--- src/rtl/core/ihs_pkg.sv ---
`timescale 1ns / 1ps
// ----------------------------------------------------------------------------
// ihs_pkg
// Shared types, constants and the hash step function of the integer hash set.
// ----------------------------------------------------------------------------
package ihs_pkg;

  localparam int unsigned SLOTS  = 256;
  localparam int unsigned SLOT_W = $clog2(SLOTS);
  localparam int unsigned KEY_W  = 64;

  // hash runs as five shift-add / shift-xor steps
  localparam int unsigned HASH_STEPS = 5;
  localparam int unsigned STEP_W     = $clog2(HASH_STEPS);
  localparam logic [STEP_W-1:0] STEP_LAST = STEP_W'(HASH_STEPS - 1);

  localparam logic [7:0] LOAD_LIMIT_RST = 8'd128;

  // request codes
  localparam logic [1:0] REQ_ADD   = 2'd0;
  localparam logic [1:0] REQ_TEST  = 2'd1;
  localparam logic [1:0] REQ_CLEAR = 2'd2;

  typedef enum logic [2:0] {
    ST_INSERTED  = 3'd0,
    ST_PRESENT   = 3'd1,
    ST_FULL      = 3'd2,
    ST_NOT_FOUND = 3'd3,
    ST_CLEARED   = 3'd4
  } status_e;

  // one step of the shared hash unit: h + (h << n) or h ^ (h >>> n)
  function automatic logic [KEY_W-1:0] hash_step(input logic [KEY_W-1:0] h,
                                                 input logic [STEP_W-1:0] step);
    logic [5:0]       amt;
    logic             add_op;
    logic [KEY_W-1:0] sh;
    case (step)
      STEP_W'(0): begin amt = 6'd10; add_op = 1'b1; end
      STEP_W'(1): begin amt = 6'd6;  add_op = 1'b0; end
      STEP_W'(2): begin amt = 6'd3;  add_op = 1'b1; end
      STEP_W'(3): begin amt = 6'd11; add_op = 1'b0; end
      STEP_W'(4): begin amt = 6'd15; add_op = 1'b1; end
      default:    begin amt = 6'd0;  add_op = 1'b0; end
    endcase
    sh = add_op ? (h << amt) : KEY_W'($signed(h) >>> amt);
    return add_op ? (h + sh) : (h ^ sh);
  endfunction

endpackage

--- src/rtl/core/ihs_hash_unit.sv ---
`timescale 1ns / 1ps
// ----------------------------------------------------------------------------
// ihs_hash_unit
// Iterative hash: one shift-add or shift-xor step per cycle on a shared unit.
// ----------------------------------------------------------------------------
module ihs_hash_unit
  import ihs_pkg::*;
(
  input  logic             clk_i,
  input  logic             rst_ni,
  input  logic             start_i,
  input  logic [KEY_W-1:0] key_i,
  output logic             done_o,
  output logic [KEY_W-1:0] hash_o
);

  logic [KEY_W-1:0]  h_q, h_d;
  logic [STEP_W-1:0] step_q, step_d;
  logic              busy_q, busy_d;
  logic              done_q, done_d;

  always_comb begin
    h_d    = h_q;
    step_d = step_q;
    busy_d = busy_q;
    done_d = 1'b0;
    if (start_i) begin
      h_d    = key_i;
      step_d = '0;
      busy_d = 1'b1;
    end else if (busy_q) begin
      h_d = hash_step(h_q, step_q);
      if (step_q == STEP_LAST) begin
        busy_d = 1'b0;
        done_d = 1'b1;
      end else begin
        step_d = step_q + 1'b1;
      end
    end
  end

  always_ff @(posedge clk_i or negedge rst_ni) begin
    if (!rst_ni) begin
      busy_q <= 1'b0;
      done_q <= 1'b0;
      step_q <= '0;
    end else begin
      busy_q <= busy_d;
      done_q <= done_d;
      step_q <= step_d;
    end
  end

  always_ff @(posedge clk_i) begin
    h_q <= h_d;
  end

  assign done_o = done_q;
  assign hash_o = h_q;

endmodule

--- config.mk ---
export PLATFORM = sky130hd
export DESIGN_NAME = ihs_hash_unit
export DESIGN_NICKNAME = d
export VERILOG_FILES = /design/src/rtl/core/ihs_pkg.sv /design/src/rtl/core/ihs_hash_unit.sv
export SDC_FILE = /design/constraint.sdc
export NUM_CORES = 1
export LEC_CHECK = 0
export BUFFER_PORTS_ARGS = -buffer_cell sky130_fd_sc_hd__buf_4
export CAP_MARGIN = 20
export CORE_MARGIN = 4
export CORE_UTILIZATION = 30
export CTS_CLUSTER_SIZE = 30
export DETAILED_ROUTE_END_ITERATION = 7
export PLACE_DENSITY_LB_ADDON = 0.3
export REMOVE_ABC_BUFFERS = 1
export SYNTH_ARGS = -nofsm -noshare
export SYNTH_HDL_FRONTEND = slang
export SYNTH_SLANG_ARGS = --single-unit
--- constraint.sdc ---
create_clock -name clk_i -period 14.2 [get_ports clk_i]
set_input_delay 0.71 -clock clk_i [delete_from_list [all_inputs] [get_ports clk_i]]
set_output_delay 0.71 -clock clk_i [all_outputs]
set_load 0.01 [all_outputs]
-- Yosys cells after proc, flatten, opt, wreduce, memory -nomap -nowiden
Cells that the tools add are included.
- add/subtract/negate cells: 2
- eq/ne operators: 5
- shift operators: 2
- muxes and demuxes: 19
- bitwise gates (word level): 1
- reduce and logical (&&, ||, !) cells: 4
- operator list (cell ; count):
    two-way mux 64 bit ; 4
    adder 64 bit ; 1
    << shifter 64 x 6 -> 64 bit ; 1
    >>> shifter 64 x 6 -> 64 bit ; 1
    bitwise XOR 64 bit ; 1
    one-hot mux 4 bit (5 select lines) ; 1
    two-way mux 6 bit ; 2
    two-way mux 1 bit ; 9
    two-way mux 3 bit ; 3
    == test 3 x 2 -> 1 bit (second input constant) ; 2
    adder 3 x 1 -> 3 bit (second input constant) ; 1
    == test 3 x 1 -> 1 bit (second input constant) ; 1
    == test 3 bit (second input constant) ; 1
    logical NOT 3 bit ; 1
    OR reduction 3 bit ; 1
    != test 2 bit (second input constant) ; 1
    AND reduction 2 bit ; 1
    nonzero test 2 bit ; 1
- register bits after elaboration: 69
- output and inout port bits: 65
- word-level logic and storage cells: 37

-- Depth between registers and ports, before layout
Gate-level depths: netlist of run 1.
- depth after elaboration: 10
- gate-level depth with buffers: 23
- gate-level depth less buffers: 21

-- Worst setup path after synthesis of run 1
No wires, ideal clock.
- path type: reg2reg
- start point: register step_q[0]
- end point: register h_q[63] (netlist: hash_o[63]) (data pin)
- library setup time: 261 ps
- arrival: 4929 ps
- required time: 13939 ps
- slack: 9010 ps
- cell stages (with the launch flop): 21
- buffers on the path: 2
- clock period less this slack: 5190 ps
- path through: dfrtp_1 inv_1 ha_1 or3_1 nand2_1 clkbuf_1 buf_1 nand2_1 a21oi_1 mux2i_1 a222oi_1 ha_1 and3_2 a221o_1 a41o_1 a2111o_1 o2111ai_1 o21ai_1 a211oi_2 a211oi_1 a221o_1
- word-level cells in the longest chain between the ends: 10
- elaborated cells on any way between the ends: 20
- RTL lines (element ; RTL line ; RTL):
    start: declaration ; ihs_hash_unit.sv:18 ; logic [STEP_W-1:0] step_q, step_d;
    start signal: assignment ; ihs_hash_unit.sv:50 ; step_q <= step_d;
    == test 3 bit (tied with other cells) ; ihs_pkg.sv:38 ; case (step)
    one-hot mux 4 bit (5 select lines) or OR reduction 3 bit (tied branches) ; -- ;
    two-way mux 6 bit or two-way mux 1 bit (tied branches) ; ihs_hash_unit.sv:31, ihs_pkg.sv:38 ;
    two-way mux 6 bit or two-way mux 1 bit (tied branches) ; ihs_hash_unit.sv:27, ihs_hash_unit.sv:31 ;
    >>> shifter 64 x 6 -> 64 bit (tied with other cells) ; ihs_pkg.sv:46 ; sh = add_op ? (h << amt) : KEY_W'($signed(h) >>> amt);
    two-way mux 64 bit ; ihs_pkg.sv:46 ;
    adder 64 bit or bitwise XOR 64 bit (tied branches) ; ihs_pkg.sv:47 ; return add_op ? (h + sh) : (h ^ sh);
    two-way mux 64 bit * ; ihs_pkg.sv:47 ;
    two-way mux 64 bit * ; ihs_hash_unit.sv:31 ; end else if (busy_q) begin
    two-way mux 64 bit * ; ihs_hash_unit.sv:27 ; if (start_i) begin
    named net h_d[63] ; ihs_hash_unit.sv:17 ; logic [KEY_W-1:0] h_q, h_d;
    end signal: assignment ; ihs_hash_unit.sv:55 ; h_q <= h_d;
    end: declaration ; ihs_hash_unit.sv:17 ;
Mark *: on every way through the listed nets, which the timed path passes. The rest lies on a longest branch. The select of a mux whose other input is x is not followed.
A chain may end at the register's enable or synchronous reset.

-- Worst setup path after layout of run 1
Ends and elaborated chain as after synthesis.

==> run_results.csv, run 1 <==
group,metric,value,unit
outcome,run_status,"finished clean",
setup_path,critical_path_required,14.33,ns
setup_path,crit_fanout,50,
routing,drc_errors,0,
yosys,seq_area_frac_synth,17.7,%
final_layout,layout.nets,1834,
global_routing,antenna_found_initial,0,
yosys,synth_flop_cell,"edfxtp_1",
clock_tree,htreeDepth,3,
timing,setup_tns,0,ns
yosys,synth_area_leader_cell,"edfxtp_1",
clock_tree,cts.repair.resized,0,
die,rows,71,
min_path,hold_path_class,"in -> async",
placed_design,hpwl,37000,um
placed_design,port_buffers,131,
global_routing,grt_max_degree,72,
setup_path,startpoint,"step_q[0]$_DFFE_PN0P_",
placed_design,dp_slack,6.83,ns
final_layout,regArea,2050,um2
flow_run,drv_cap,0,
placed_design,routabilityCongestion,0.916,
timing,finalCritPeriodShare,51.9,%
global_routing,grt_overflow,0,
setup_path,crit_slowest_cell,"a21o_2",
routing,drt_pass1_iterations,6,
routing,vias_per_cell,6.10,
setup_path,worst_setup_path_end_kind,"flip-flop",
global_routing,grt_pass1_wl,75300,um
routing,vias,13400,
die,die_area,41700,um2
timing,drv_slew,0,
final_layout,layout-drive-gt1-share,13.4,%
clock_tree,cts_sinks,69,
setup_path,crit_family,"compound AO/OA/AOI/OAI gates",
clock_tree,cts_setup_buffers,0,
setup_path,r2r_start,"step_q[0]$_DFFE_PN0P_",
setup_path,cp.arrival,7.49,ns
timing,fmax,136,MHz
timing,slew_headroom,36.7,%
clock_tree,numCtsBuffers,9,
clock_tree,clock_path_buffers,2,
yosys,synth_area_leaders,"edfxtp_1 (17%), ha_1 (8.3%), nor2_1 (8.0%), a21oi_1 (7.1%), mux2i_1 (6.7%)",
final_layout,multiInputGateArea,8970,um2
timing,finalClockSkew,0.0154,ns
global_routing,grt_pass1_vias,13000,
yosys,yosysTopAreaCellShare,16.7,%
clock_tree,cts_hold_buffers,0,
routing,post_drt_wl_per_cell,22.5,um
yosys,synth_cells,1656,
routing,wirelength,49500,um
final_layout,n_antenna_cell,0,
setup_path,path_depth,20,
timing,hold_violations,0,
routing,drtIter0Drc,1318,
yosys,avgSynthCellArea,6.97,um2
global_routing,grt_usage,22.9,%
die,pin_count,132,
die,core,37800,um2
final_layout,fillers,4169,
die,die_h,204,um
timing,layout_min_cycle_time,7.36,ns
yosys,synth_edf_count,64,
timing,setup_violations,0,
setup_path,timing.critical_path.buf_inv,2,
clock_tree,clk_pin_slew_worst_paths,0.07,ns
final_layout,syn2layout_area_growth,14.1,%
setup_path,slowest_delay,0.68,ns
yosys,async_flop_share,7.25,%
yosys,ys_seq_elements,69,
setup_path,crit_chain,"inv_1 -> ha_1 -> a21o_2 -> buf_4 -> nor2_1 -> nor3_1 -> mux2i_1 -> o22ai_1 -> nor2_1 -> a221oi_1 -> ha_1 -> and3_2 -> a221o_1 -> a41o_1 -> a2111o_1 -> nor3_1 -> o21ai_1 -> a211oi_2 -> a211oi_1 -> a221o_1",
yosys,yosysWarnings,0,
die,die_w,204,um
timing,final.setup.worst_slack,6.84,ns
timing,rsz0062_at_grt,"false",
timing,worstMarginPinSlew,0.946,ns
die,start_util,30.5,%
setup_path,path_class,"reg -> reg",
yosys,synth_cell_type_count,74,
clock_tree,cts_tree,"done",
setup_path,critPathLaunchType,"flip-flop",
clock_tree,cts_root_buf,"clkbuf_16",
routing,ant_nets,0,
clock_tree,clk-insertion-delay-late,0.39,ns
yosys,syn_area,11500,um2
setup_path,rr_worst_depth,20,
[final timing paths]
check | endpoint | slack [ns]
worst min register to register | step_q[2]$_DFFE_PN0P_ | 0.57
min in group clk_i | step_q[2]$_DFFE_PN0P_ | 0.57
worst min-delay path | step_q[2]$_DFFE_PN0P_ | 0.11
worst max-delay path | hash_o[63]$_DFFE_PP_ | 6.84
max in group asynchronous | step_q[0]$_DFFE_PN0P_ | 13.97
worst max register to register | hash_o[63]$_DFFE_PP_ | 6.84
[state kept, by name (all words and copies together), names as in the netlist]
register and count:
hash_o 64, busy_q 1, done_o 1, step_q 3
[through the flow]
stage | std cells | hold WS [ns] | cell area (um2) | util, %
global route | 2205 | 0.108 | 13200 | 34.8
global placement | 2189 | 0.514 | 12900 | 34.0
floorplan | 1527 | 0.414 | 11000 | -
detailed placement | 2189 | 0.516 | 12900 | 34.0
finish | 2205 | 0.108 | 13200 | 34.8
CTS | 2205 | 0.0976 | 13200 | 34.8
[placed cells by master, fill, tap and decap left out, types with 18 or more instances in the layout]
cell and count:
nor2_1 243, o22ai_1 35, ha_1 77, a211oi_1 18, a221oi_1 33, inv_1 22
mux2_2 29, xor2_1 20, a31oi_1 27, nand2_1 200, buf_4 151, a21o_1 42
edfxtp_1 64, nor3_1 106, a21oi_1 162, o21ai_0 77, nand3_1 23, mux2i_1 77
xnor2_1 29, nand4_1 22
[kinds of logic after synthesis]
| kind of cell | count (synthesis) | synth area share (%) |
|---|---|---|
| buf+inv | 153 | 5.08 |
| flops | 69 | 17.7 |
| fa+ha+maj | 78 | 8.52 |
| compound gates | 520 | 29.4 |
| xor+xnor | 49 | 3.72 |
| simple gates | 681 | 26.0 |
| mux | 106 | 9.51 |
[final cells by class]
class	count	share of cell area, %
Sequential cell	69	15.5
Timing Repair Buffer	151	8.61
Multi-Input combinational cell	1434	68.1
Clock buffer	9	1.71
Inverter	24	0.684
Tap cell	511	4.86
Clock inverter	7	0.504
[worst register-to-register path, delay by kind of cell, from the launching register on]
kind | cells | cell delay (ns)
compound gates | 10 | 3.61
simple gates | 5 | 1.20
fa+ha+maj | 2 | 1.04
buf+inv | 2 | 0.70
flops | 1 | 0.40
mux | 1 | 0.19
[cells in the mapped netlist, types with 33 or more instances]
| cell | number |
|---|---|
| a21o_1 | 43 |
| a21oi_1 | 163 |
| a221oi_1 | 33 |
| clkbuf_1 | 107 |
| edfxtp_1 | 64 |
| ha_1 | 77 |
| mux2i_1 | 77 |
| nand2_1 | 202 |
| nor2_1 | 245 |
| nor3_1 | 106 |
| o21ai_0 | 78 |
| o22ai_1 | 35 |
[layer usage]
layer / GRT usage (%) / up-vias / part of all wire [%]
li1: - / 6255 / -
met1: 30.4 / 6488 / 43
met2: 38.3 / 610 / 47
met3: 3.05 / 95 / 6.5
met4: 7.71 / 0 / 3.0
met5: 0 / - / 0
Power of run 1 is not shown: default switching activity piles up to over one toggle a cycle in this logic, so the estimate is an artifact.
==> run 2: changes to the inputs <==
Clock period 14.2 ns to 6.8 ns, I/O delays scaled along.
==> run_results.csv, run 2 (same netlist as run 1, synthesis figures left out) <==
group,metric,value,unit
timing,fmax,154,MHz
routing,wirelength,49900,um
min_path,hold_path_class,"in -> reg",
setup_path,crit_chain,"inv_1 -> ha_1 -> or3_1 -> nand2_4 -> buf_4 -> buf_6 -> nor2_1 -> nor3_1 -> mux2i_1 -> o22ai_1 -> nor2_1 -> a221oi_1 -> ha_1 -> and3_2 -> a221o_1 -> a41o_1 -> a2111o_1 -> nor3_1 -> o21ai_1 -> a211oi_2 -> a211oi_1 -> a221o_1",
setup_path,cp.arrival,6.60,ns
die,rows,71,
placed_design,routabilityCongestion,0.948,
setup_path,crit_family,"compound AO/OA/AOI/OAI gates",
die,core,37800,um2
setup_path,path_class,"reg -> reg",
final_layout,multiInputGateArea,8980,um2
setup_path,critPathLaunchType,"flip-flop",
global_routing,grt_pass1_vias,13200,
die,die_h,204,um
timing,rsz0062_at_grt,"false",
final_layout,largest_reg_flops,64,
final_layout,layout-drive-gt1-share,14.4,%
final_layout,layout.cells.non_filler,2224,
routing,vias,13600,
routing,vias_per_cell,6.11,
routing,post_drt_wl_per_cell,22.4,um
setup_path,critical_path_required,6.93,ns
routing,drt_pass1_iterations,7,
setup_path,path_depth,22,
timing,layout_min_cycle_time,6.47,ns
clock_tree,cts_setup_buffers,0,
global_routing,grt_usage,23.1,%
final_layout,final_common_cell,"nor2_1",
final_layout,n_antenna_cell,0,
timing,finalCritPeriodShare,95.2,%
placed_design,hpwl,37400,um
die,die_w,204,um
setup_path,crit_fanout,30,
final_layout,layout.nets,1853,
global_routing,grt_pass1_wl,76300,um
setup_path,crit_slowest_cell,"a2111o_1",
clock_tree,cts_sinks,69,
timing,finalClockSkew,0.00983,ns
final_layout,syn2layout_area_growth,15.8,%
die,pin_count,132,
clock_tree,numCtsBuffers,9,
final_layout,regArea,2050,um2
die,die_area,41700,um2
clock_tree,cts_tree,"done",
routing,drc_errors,0,
final_layout,final_cell_mix,"nor2_1 (242), nand2_1 (201), buf_4 (165), a21oi_1 (162), nor3_1 (106)",
timing,setup_violations,0,
setup_path,slowest_delay,0.48,ns
timing,hold_violations,0,
outcome,run_status,"finished clean",
final_layout,fillers,4180,
clock_tree,clk-insertion-delay-late,0.39,ns
clock_tree,clk_pin_slew_worst_paths,0.06,ns
clock_tree,htreeDepth,3,
setup_path,timing.critical_path.buf_inv,3,
clock_tree,cts_root_buf,"clkbuf_16",
routing,drtIter0Drc,1313,
setup_path,worst_setup_path_end_kind,"flip-flop",
timing,worstMarginPinSlew,0.971,ns
clock_tree,clock_path_buffers,2,
global_routing,grt_overflow,0,
placed_design,port_buffers,131,
setup_path,rr_worst_depth,22,
global_routing,antenna_found_initial,0,
flow_run,drv_cap,0,
timing,drv_slew,0,
global_routing,grt_max_degree,66,
min_path,hold_path_depth,2,
timing,slew_headroom,35.0,%
placed_design,place_inst,2207,
die,start_util,30.5,%
routing,ant_nets,0,
==> run 2: cell types whose count changed in the layout (fill, tap and decap cells not counted), sizes merged <==
cell and delta:
buf +18, dlygate4sd3 +1
==> run 2: path summary, 6_finish.rpt <==
kind / from / endpoint / slack (ns)
max: step_q[0]$_DFFE_PN0P_ / hash_o[63]$_DFFE_PP_ / 0.33
min: key_i[34] / hash_o[34]$_DFFE_PP_ / 0.23
max reg2reg: step_q[0]$_DFFE_PN0P_ / hash_o[63]$_DFFE_PP_ / 0.33
min reg2reg: step_q[1]$_DFFE_PN0P_ / step_q[1]$_DFFE_PN0P_ / 0.58
max in group asynchronous: rst_ni / step_q[0]$_DFFE_PN0P_ / 6.39
min in group asynchronous: rst_ni / done_o$_DFF_PN0_ / 0.30
==> run 2: stage by stage <==
stage	worst slack [ns]	util, %	setup TNS (ns)	hold slack, ns	instance area [um2]
final	0.327	35.3	0	0.229	13400
after global routing	0.0354	35.3	0	0.230	13400
after CTS	0.143	35.3	0	0.219	13300
after detailed placement	0.162	34.5	0	0.145	13000
after global placement	0.228	34.5	0	0.144	13000
after floorplan	-4.57	-	-251.15	0.0444	11000
==> run 2: area by class of cell <==
cell class                      count  area share [%]
Clock buffer                        9            1.68
Clock inverter                      7           0.496
Inverter                           24           0.674
Multi-Input combinational cell   1434            67.2
Sequential cell                    69            15.3
Tap cell                          511            4.78
Timing Repair Buffer              170            9.87
==> run 2: timing repair <==
action	4_1_cts	5_1_grt
endpoints found under the hold margin	5	0
hold buffers	1	0
setup endpoints to repair	0	12
resized for setup	0	5
==> run 2: per-layer routing <==
metal | global-route usage [%] | wire (um)
met1 | 31.4 | 21600
met2 | 38.0 | 23200
met3 | 3.05 | 3730
met4 | 7.54 | 1390
met5 | 0 | 0
Power of run 2 is left out for the same reason.
